## src/hw/rtl/sms_ram.sv

```systemverilog
// Generic simple dual-port RAM with one write port and one registered read port.
// No dependencies.
`default_nettype none
module sms_ram #(
	parameter int WIDTH = 32,
	parameter int DEPTH = 64
) (
	input  wire logic                             clk,
	input  wire logic                             we,
	input  wire logic [$clog2(DEPTH)-1:0]         waddr,
	input  wire logic [WIDTH-1:0]                 wdata,
	input  wire logic [$clog2(DEPTH)-1:0]         raddr,
	output logic      [WIDTH-1:0]                 rdata
);
	logic [WIDTH-1:0] mem_q [DEPTH];

	always_ff @(posedge clk) begin
		if (we) begin
			mem_q[waddr] <= wdata;
		end
		rdata <= mem_q[raddr];
	end
endmodule
`default_nettype wire

```

## config.mk

```make
export PLATFORM = sky130hd
export DESIGN_NAME = sms_ram
export DESIGN_NICKNAME = d
export VERILOG_FILES = /design/src/hw/rtl/sms_ram.sv
export SDC_FILE = /design/constraint.sdc
export NUM_CORES = 2
export LEC_CHECK = 0
export ABC_AREA = 1
export BUFFER_PORTS_ARGS = -buffer_cell sky130_fd_sc_hd__buf_2
export CORE_MARGIN = 2
export CORE_UTILIZATION = 45
export CTS_BUF_LIST = sky130_fd_sc_hd__clkbuf_4
export CTS_CLUSTER_DIAMETER = 80
export DETAILED_ROUTE_END_ITERATION = 12
export GPL_TIMING_DRIVEN = 1
export SKIP_LAST_GASP = 1
export SLEW_MARGIN = 20
export SYNTH_ARGS = -nofsm -noshare
export SYNTH_HDL_FRONTEND = slang
export SYNTH_SLANG_ARGS = --single-unit
```

## constraint.sdc

```tcl
create_clock -name clk -period 4.3 [get_ports clk]
set_input_delay 0.215 -clock clk [delete_from_list [all_inputs] [get_ports clk]]
set_output_delay 0.215 -clock clk [all_outputs]
set_load 0.05 [all_outputs]
```

==> summary.txt <==
Outcome
  • Status: completed

STA
  • RSZ-0062 raised after global routing: no
  • Post-route setup slack: 607 ps
  • Max frequency: 271 MHz
  • Final setup violation count: 0
  • Min Hold Slack: 121 ps
  • Slew @ Worst Pin: 1060 ps
  • Max Transition Viols Final: 0
  • Max_slew headroom: 0.292
  • Final period util: 0.859
  • Fin crit period: 3690 ps
  • Skew final: 59.0 ps
  • Hold Fails Final Rpt: 0

Critical path
  • CP Cell Sequence: dlygate4sd3_1 -> buf_8 -> inv_8 -> buf_12 -> nand3_1 -> nand3_1 -> nand3_1 -> dlygate4sd3_1 -> nand3_1 -> dlygate4sd3_1 -> nand2_1 -> nand2_1 -> dlygate4sd3_1 -> nand2_1 -> dlygate4sd3_1
  • Most used cell, CP: dlygate4sd3_1
  • Worst-path fanout max: 75
  • Critical path's largest stage delay: 600 ps
  • Worst Setup Path Type: in -> reg
  • Critical-path top delay cell: dlygate4sd3_1
  • Crit. End Element: flip-flop
  • Buffers & Inverters on Critical Path: 8
  • CP top delay family: buffers and inverters
  • CP arrival: 4900 ps
  • Critical Path RT: 5500 ps
  • CP Launch Type: input port

Drt
  • Residual DRC: 0
  • Met3 Wirelength: 19600 um
  • Met2 Wirelength: 113000 um
  • Vias after detailed routing: 56200
  • Initial detailed-routing violation count: 6222
  • Total Wirelength: 242000 um
  • Top layer in use: met5
  • Vias/cell: 5.58
  • DR WL/cell: 24.0 um
  • DR pass1 iterations: 7
  • Met1 WL: 99300 um
  • Antenna Nets Post-Route: 0

Synth
  • Sequential fraction of the synthesis area: 0.751
  • Synth Register Bits: 2080
  • Synth top area share: 0.743
  • Syn_area_per_cell: 12.2 um2
  • Distinct cells, synth: 16
  • Yosys warns: 0
  • Synth Net Count: 6815
  • Post-Synthesis Cells: 6769
  • Mapped Area: 82700 um2
  • Area contributors post-synth: edfxtp_1 (74%), nand3_1 (12%), nand2_1 (10%), buf_2 (1.7%), dfxtp_1 (0.77%)
  • Area leader, netlist: edfxtp_1

Clock network
  • CTS tree: done
  • Post-CTS Setup Inserts: 0
  • Sink Count: 2080
  • Root Driver: clkbuf_4
  • Num CTS Buffers: 552
  • H-tree levels: 6
  • Clk_lat worst skew: 1350 ps
  • Maximum root-to-sink buffer count: 4
  • Worst-path clk slew: 60 ps

Floorplan
  • Die Y: 433 um
  • I/O pin cnt: 78
  • Full die area: 187000 um2
  • Std-Cell Rows: 157
  • Initial core utilization: 0.452
  • Core Area: 183000 um2
  • Die W: 433 um

Cells and area
  • Final #Nets: 7284
  • Fill cell count: 15800
  • Area Overhead vs Synth: 14.0%
  • Layout cells sized above 1: 0.159
  • Most frequent cells in the layout: nand2_1 (2248), edfxtp_1 (2048), nand3_1 (1907)
  • Most common cell after layout, fill and taps aside: nand2_1

Placement
  • PortBufs: 77
  • GPL Wtd Cong: 0.837
  • Dpl ws: 1310 ps
  • Post-detail-place hpwl: 128000 um

Run
  • Max-Cap Viols: 0

Global routing
  • Gr ovfl total: 0
  • Global-route wire length before repair: 354000 um
  • Initial antenna violation count: 10
  • Largest net degree at the start of global routing: 161
  • Tot GR Track Use: 0.257
  • Number of global-route vias before repair: 54300

Power and ir drop
  • Leakage: 0.0339 uW
  • Cell area power density: 449 nW/um2
  • Max IR drop VDD: 0.244 mV
  • PnR Total Power: 42400 uW

Hold path
  • Tightest Hold Check Type: in -> reg
## layer usage
metal / global-route usage / up-vias
met5: 0 / -
met4: 0.120 / 2
met2: 0.402 / 2683
li1: - / 25400
met1: 0.350 / 27700
met3: 0.0446 / 438
## synthesized netlist by cell type
cell and count:
buf_4 45, buf_8 2, buf_2 282, inv_1 9, inv_2 2, nand3_1 1907
edfxtp_1 2048, nor4_1 8, clkbuf_1 77, nor2_1 56, inv_4 1, buf_1 40
dfxtp_1 32, buf_6 3, nand4_1 9, nand2_1 2248
## final timing paths
| check | from | endpoint | slack (ps) | cells past startpoint |
|---|---|---|---|---|
| setup / recovery | raddr[1] | rdata[17] | 610 | 15 |
| hold reg to reg | mem_q[10][9] | rdata[9] | 790 | 8 |
| setup reg to reg | mem_q[63][17] | rdata[17] | 940 | 12 |
| hold / removal | wdata[5] | mem_q[58][5] | 120 | 3 |
## worst min-delay path, stage by stage
cell and delay [ps]:
dlygate4sd3_1 530, buf_2 120, buf_4 320
## stage by stage
step	std cells	instance area [um2]	utilization	setup TNS, ps
floorplan	6769	82700	-	-11520
global route	10100	94300	0.516	0
finish	10100	94300	0.516	0
global placement	9050	86400	0.472	0
detailed placement	9054	86500	0.473	0
CTS	10100	94200	0.515	0
## registers in the layout, summed over array words and instances, names as in the netlist
register,count
mem_q,2048
rdata,32
## repair_timing
action                                   CTS  global route
endpoints found under the setup margin     0             0
resized for setup                          0             0
hold endpoints to repair                4119             0
hold buffers                              90             0
## cell families (layout without fill, tap and decap cells)
logic type | count (synthesis) | count (layout) | synth area share
AND/OR/NAND/NOR | 4228 | 4228 | 0.221
other | 0 | 5 | 0
flip-flops | 2080 | 2080 | 0.751
buffers and inverters | 461 | 1298 | 0.0278
## power breakdown
group	switching (uW)	internal, uW
Combinational	2160	690
Sequential	86.2	22400
Clock	7820	9190
Total	10100	32300
## area by class of cell
cell class | instances | area (um2) | share of cell area
inverters | 12 | 82.6 | 0.000875
clock buffers | 825 | 6190 | 0.0657
clock inverters | 97 | 596 | 0.00631
repair buffers | 364 | 3460 | 0.0366
flip-flops and latches | 2080 | 62100 | 0.659
multi-input cells | 4228 | 18800 | 0.199
diodes | 5 | 12.5 | 0.000133
well taps | 2464 | 3080 | 0.0327
(Power assumes the default switching activity.)
