### src/hw/rtl/sms_pkg.sv
// Package for the scaled matrix product block.
// Holds sizes, codes, shared types and helper functions; no dependencies.
`default_nettype none
package sms_pkg;
	localparam int MAX_DIM    = 8;
	localparam int DATA_WIDTH = 32;
	localparam int FRAC_BITS  = 16;

	localparam int IDX_W   = (MAX_DIM > 1) ? $clog2(MAX_DIM) : 1;
	localparam int DEPTH   = MAX_DIM * MAX_DIM;
	localparam int ADDR_W  = (DEPTH > 1) ? $clog2(DEPTH) : 1;
	localparam int DIM_W   = 4;
	localparam int PROD_W  = 2 * DATA_WIDTH;
	localparam int ACC_W   = 64;
	localparam int HALF_W  = ACC_W / 2;
	localparam int SCALE_W = 32;
	localparam int SUM_W   = ACC_W + SCALE_W;
	localparam int SHIFT   = 2 * FRAC_BITS;
	localparam int APB_AW  = 5;
	localparam int APB_DW  = 32;

	typedef logic [IDX_W-1:0] idx_t;
	typedef logic [ADDR_W-1:0] addr_t;
	typedef logic [DIM_W-1:0] dim_t;
	typedef logic signed [DATA_WIDTH-1:0] data_t;
	typedef logic signed [ACC_W-1:0] acc_t;
	typedef logic signed [SCALE_W-1:0] scale_t;

	localparam data_t DATA_MAX = {1'b0, {(DATA_WIDTH-1){1'b1}}};
	localparam data_t DATA_MIN = {1'b1, {(DATA_WIDTH-1){1'b0}}};
	localparam acc_t  ACC_MAX  = {1'b0, {(ACC_W-1){1'b1}}};
	localparam acc_t  ACC_MIN  = {1'b1, {(ACC_W-1){1'b0}}};

	typedef enum logic [1:0] {
		FUNC_LOAD_A  = 2'd0,
		FUNC_LOAD_B  = 2'd1,
		FUNC_COMPUTE = 2'd2
	} func_t;

	typedef enum logic [1:0] {
		MODE_AB  = 2'd0,
		MODE_ATB = 2'd1,
		MODE_ABT = 2'd2,
		MODE_SYM = 2'd3
	} mode_t;

	localparam logic [2:0] REG_ROWS  = 3'd0;
	localparam logic [2:0] REG_INNER = 3'd1;
	localparam logic [2:0] REG_COLS  = 3'd2;
	localparam logic [2:0] REG_MODE  = 3'd3;
	localparam logic [2:0] REG_SCALE = 3'd4;

	typedef enum logic [2:0] {
		ST_IDLE,
		ST_FEED,
		ST_WAITROW,
		ST_RD,
		ST_LD,
		ST_RESP
	} state_t;

	typedef struct packed {
		logic  vld;
		logic  first;
		logic  last;
		idx_t  k;
		data_t a;
	} feed_t;

	typedef struct packed {
		logic  we;
		idx_t  row;
		idx_t  col;
		data_t value;
	} bload_t;

	typedef struct packed {
		logic done;
		logic sat;
		acc_t acc;
	} cell_res_t;

	typedef struct packed {
		logic vld;
		logic sat;
		idx_t col;
		acc_t acc;
	} scale_in_t;

	typedef struct packed {
		logic  vld;
		logic  sat;
		idx_t  col;
		data_t value;
	} scale_out_t;

	function automatic addr_t mk_addr(idx_t r, idx_t c);
		return addr_t'(r) * addr_t'(MAX_DIM) + addr_t'(c);
	endfunction

	function automatic dim_t dim_clamp(dim_t r);
		if (r == '0) begin
			return dim_t'(1);
		end else if (r > dim_t'(MAX_DIM)) begin
			return dim_t'(MAX_DIM);
		end
		return r;
	endfunction
endpackage
`default_nettype wire

### src/hw/rtl/sms_cell.sv
// One multiply-accumulate cell of the chain: holds one column and one row of B,
// multiplies the passing A element and forwards it to the next cell. Uses sms_pkg.
`default_nettype none
module sms_cell (
	input  wire logic               clk,
	input  wire logic               arst_n,
	input  wire sms_pkg::idx_t      cell_idx,
	input  wire sms_pkg::mode_t     mode,
	input  wire sms_pkg::bload_t    bload,
	input  wire sms_pkg::feed_t     feed_in,
	output sms_pkg::feed_t          feed_out,
	output sms_pkg::cell_res_t      res
);
	import sms_pkg::*;

	data_t bcol_q [MAX_DIM];
	data_t brow_q [MAX_DIM];
	feed_t feed_q;
	logic signed [PROD_W-1:0] prod_s1;
	logic vld_s1, first_s1, last_s1;
	acc_t acc_q;
	logic sat_q, done_q;
	data_t b_op;
	logic signed [ACC_W:0] base, sum;
	logic ovf;

	always_ff @(posedge clk) begin
		if (bload.we && bload.col == cell_idx) begin
			bcol_q[bload.row] <= bload.value;
		end
		if (bload.we && bload.row == cell_idx) begin
			brow_q[bload.col] <= bload.value;
		end
	end

	always_comb begin
		b_op = (mode == MODE_ABT) ? brow_q[feed_q.k] : bcol_q[feed_q.k];
		base = first_s1 ? '0 : {acc_q[ACC_W-1], acc_q};
		sum  = base + (ACC_W+1)'(prod_s1);
		ovf  = sum[ACC_W] != sum[ACC_W-1];
	end

	always_ff @(posedge clk or negedge arst_n) begin
		if (!arst_n) begin
			feed_q   <= '0;
			vld_s1   <= 1'b0;
			first_s1 <= 1'b0;
			last_s1  <= 1'b0;
			done_q   <= 1'b0;
		end else begin
			feed_q   <= feed_in;
			vld_s1   <= feed_q.vld;
			first_s1 <= feed_q.first;
			last_s1  <= feed_q.last;
			done_q   <= vld_s1 && last_s1;
		end
	end

	always_ff @(posedge clk) begin
		prod_s1 <= PROD_W'(feed_q.a) * PROD_W'(b_op);
		if (vld_s1) begin
			if (ovf) begin
				acc_q <= sum[ACC_W] ? ACC_MIN : ACC_MAX;
			end else begin
				acc_q <= sum[ACC_W-1:0];
			end
			sat_q <= (first_s1 ? 1'b0 : sat_q) | ovf;
		end
	end

	assign feed_out = feed_q;
	assign res = '{done: done_q, sat: sat_q, acc: acc_q};
endmodule
`default_nettype wire

### config.mk
export PLATFORM = sky130hd
export DESIGN_NAME = sms_cell
export DESIGN_NICKNAME = d
export VERILOG_FILES = /design/src/hw/rtl/sms_pkg.sv /design/src/hw/rtl/sms_cell.sv
export SDC_FILE = /design/constraint.sdc
export NUM_CORES = 2
export LEC_CHECK = 0
export BUFFER_PORTS_ARGS = -buffer_cell sky130_fd_sc_hd__buf_2
export CAP_MARGIN = 20
export CORE_MARGIN = 8
export CORE_UTILIZATION = 40
export CTS_CLUSTER_SIZE = 14
export DETAILED_ROUTE_END_ITERATION = 8
export PLACE_DENSITY = 0.62
export SLEW_MARGIN = 20
export SYNTH_ARGS = -nofsm -noshare
export SYNTH_HDL_FRONTEND = slang
export SYNTH_SLANG_ARGS = --single-unit
### constraint.sdc
create_clock -name clk -period 19.2 [get_ports clk]
set_input_delay 0.96 -clock clk [delete_from_list [all_inputs] [get_ports clk]]
set_output_delay 0.96 -clock clk [all_outputs]
set_load 0.005 [all_outputs]
==> impl_metrics.tcl <==
set metrics [dict create \
    seqCellArea_um2 19700 \
    cp.arrival_ns 11.82 \
    syn-num-nets 7016 \
    yosys-top-cells-count "1,083 x fa_1, 1,058 x inv_1, 603 x nand2_1, 577 x edfxtp_1, 504 x and2_1" \
    setup_viol 0 \
    critPathCaptureType "flop" \
    cpMaxStageDelayCell "dfrtp_4" \
    period_needed_ns 11.26 \
    synth_top_cell_by_area "fa_1" \
    multi_input_area_um2 40600 \
    yosys_warnings 0 \
    core_area_um2 162000 \
    fp.dieH_um 420 \
    path_delay_family "adder cells" \
    max_freq_ghz 0.0888 \
    syn_area_per_cell_um2 11.6 \
    via_per_inst 5.27 \
    htree_num_levels 3 \
    rsz0062_at_grt "no" \
    required_ns 19.76 \
    finalMaxSlewViolations 0 \
    hold_class "input pin to asynchronous set/reset pin" \
    placed_cell_area_um2 68400 \
    fin_area_um2 71000 \
    maxCapViolCount 0 \
    ctsHoldBuffers 0 \
    synth_top_family_by_area "adder cells" \
    synth-simple-area-share_pct 11.1 \
    overflow 0 \
    grt_pass1_vias 45300 \
    grt_max_degree 93 \
    io_buffer_count 187 \
    dieArea_um2 176000 \
    die_width_um 420 \
    cts_buffer_depth 3 \
    synthAdderAreaFrac_pct 39.1 \
    synth-xor-area-share_pct 1.73 \
    gp_congestion 0.920 \
    netlist_area_um2 65200 \
    drive_gt1_share_pct 11.4 \
    synth_cell_types 73 \
    synth_ff_type "edfxtp_1" \
    cts_tree "done" \
    netlist_instances 5601 \
    fin_worst_skew_ns 0.0567 \
    antenna_found_initial 13 \
    period_share_pct 58.6 \
    detail_route.wl_per_cell_um 22.5 \
    clock-sinks 683 \
    critPathMostFrequentCell "fa_1" \
    synthMuxAreaShare_pct 5.61 \
    path_clk_slew_ns 0.06 \
    synth_edf_count 577 \
    detail-route-antenna-nets 0 \
    grt_pass1_wl_mm 274 \
    dr.pass1.iters 7 \
    vias 41600 \
    hpwl_mm 122 \
    path_buf_inv 8 \
    relSlewSlack_pct 24.7 \
    wl_mm 177 \
    cp-start-kind "flop" \
    setup_tns_ns 0 \
    synth_compound_area_share_pct 4.49 \
    ys_seq_area_share_pct 30.1 \
    route.detailed.drc 0 \
    tritoncts.num_buffers 78 \
    synth.top_cell.area_share_pct 33.2 \
    clock_latency_ns 0.70 \
    path_class "flop to flop" \
    track_usage_pct 20.3 \
    drt_iter0_markers 2973 \
    worstMarginPinSlew_ns 1.13 \
    hold_viol 0 \
    status "finished, final reports clean" \
    yosysMostFrequentCell "fa_1" \
    cts_resized 0 \
    nNetsFinal 7072 \
    boundaryPins 188 \
    slowest_delay_ns 1.07 \
    root_buffer "clkbuf_16" \
    synth_area_leaders "fa_1 33%, edfxtp_1 27%, inv_1 6.1%" \
    areaGrowthSynthToFinish_pct 8.82 \
    post_cts_buffers 0 \
    initial_core_util_pct 40.2 \
    cp_max_fo 65 \
    ys_seq_elements 683 \
    synthArstFlopShare_pct 6.15 \
    fill_cells 15100 \
    row_count 148 \
]
==> worst register-to-register path, delay by kind of cell (launching register included) <==
kind | cells | cell delay, ns
adder cells (fa/ha/maj) | 9 | 4.84
buffers and inverters | 8 | 2.25
AO/OA/AOI/OAI | 8 | 1.59
flip-flops | 1 | 1.07
multiplexers | 2 | 1.03
AND/OR/NAND/NOR | 2 | 0.33
==> final cells by class <==
| class | instances | area share, % |
|---|---|---|
| Multi-Input combinational cell | 3573 | 57.1 |
| Sequential cell | 683 | 27.7 |
| Inverter | 1058 | 5.60 |
| Tap cell | 2175 | 3.83 |
| Clock buffer | 100 | 2.98 |
| Timing Repair Buffer | 263 | 2.14 |
| Clock inverter | 40 | 0.571 |
| Antenna cell | 2 | 0.00705 |
==> per-stage QoR <==
| step | hold slack (ns) | util, % | worst slack, ns | cells |
|---|---|---|---|---|
| floorplan | 0.376 | - | 9.51 | 5601 |
| global placement | 0.356 | 42.1 | 8.08 | 7752 |
| detailed placement | 0.353 | 42.1 | 7.94 | 7752 |
| CTS | 0.115 | 43.7 | 7.94 | 7892 |
| global route | 0.147 | 43.7 | 7.55 | 7892 |
| finish | 0.159 | 43.7 | 7.94 | 7894 |
==> cells in the final DEF (no fill, tap or decap), types with 33 or more instances in the layout <==
cell type	synthesis	layout
inv_1	1058	1058
and2_1	504	504
mux4_2	159	159
nor2b_1	73	73
nand2_1	603	603
edfxtp_1	577	577
nand4_1	33	33
buf_4	7	76
dfxtp_1	64	64
nor2_1	106	94
a21oi_1	136	136
ha_1	248	248
o21ai_0	80	80
a21o_1	48	48
maj3_2	60	60
clkbuf_16	0	80
buf_2	9	186
fa_1	1083	1083
xnor2_1	97	97
==> metal layers <==
layer  global-route usage, %  wire length (um)  share of wire (%)  vias to the layer above
li1                        -                 -                  -                    17900
met1                    27.8             75700                 43                    21700
met2                    32.7             81400                 46                     1646
met3                    4.48             14700                8.3                      324
met4                    5.64              5450                3.1                        6
met5                       0                41              0.023                        -
==> cells by family after synthesis <==
logic type | Yosys count
DFF | 683
muxes | 167
AOI/OAI and AO/OA | 445
and+or+nand+nor | 1438
xor gates and xnor gates | 129
adders and majority gates | 1394
buffers and inverters | 1345
==> final timing paths <==
kind	startpoint	to	slack (ns)	cells past startpoint
max in group asynchronous	arst_n	feed_out[31]$_DFF_PN0_	18.09	2
worst min-delay path	arst_n	feed_out[9]$_DFF_PN0_	0.16	1
worst min register to register	feed_out[36]$_DFF_PN0_	first_s1$_DFF_PN0_	0.37	0
worst max register to register	feed_out[33]$_DFF_PN0_	prod_s1[63]$_DFF_P_	7.94	29
min in group clk	feed_in[9]	feed_out[9]$_DFF_PN0_	0.36	1
worst max-delay path	feed_out[33]$_DFF_PN0_	prod_s1[63]$_DFF_P_	7.94	29
==> state kept, by name, indices dropped and copies added (netlist names) <==
signal	cells
brow_q	256
acc_q	64
done_q	1
vld_s1	1
feed_out	38
first_s1	1
sat_q	1
prod_s1	64
bcol_q	256
last_s1	1
Power is left out: the tool's default activity adds up to more than one toggle a clock period on the data nets, which glitch-free logic cannot reach.
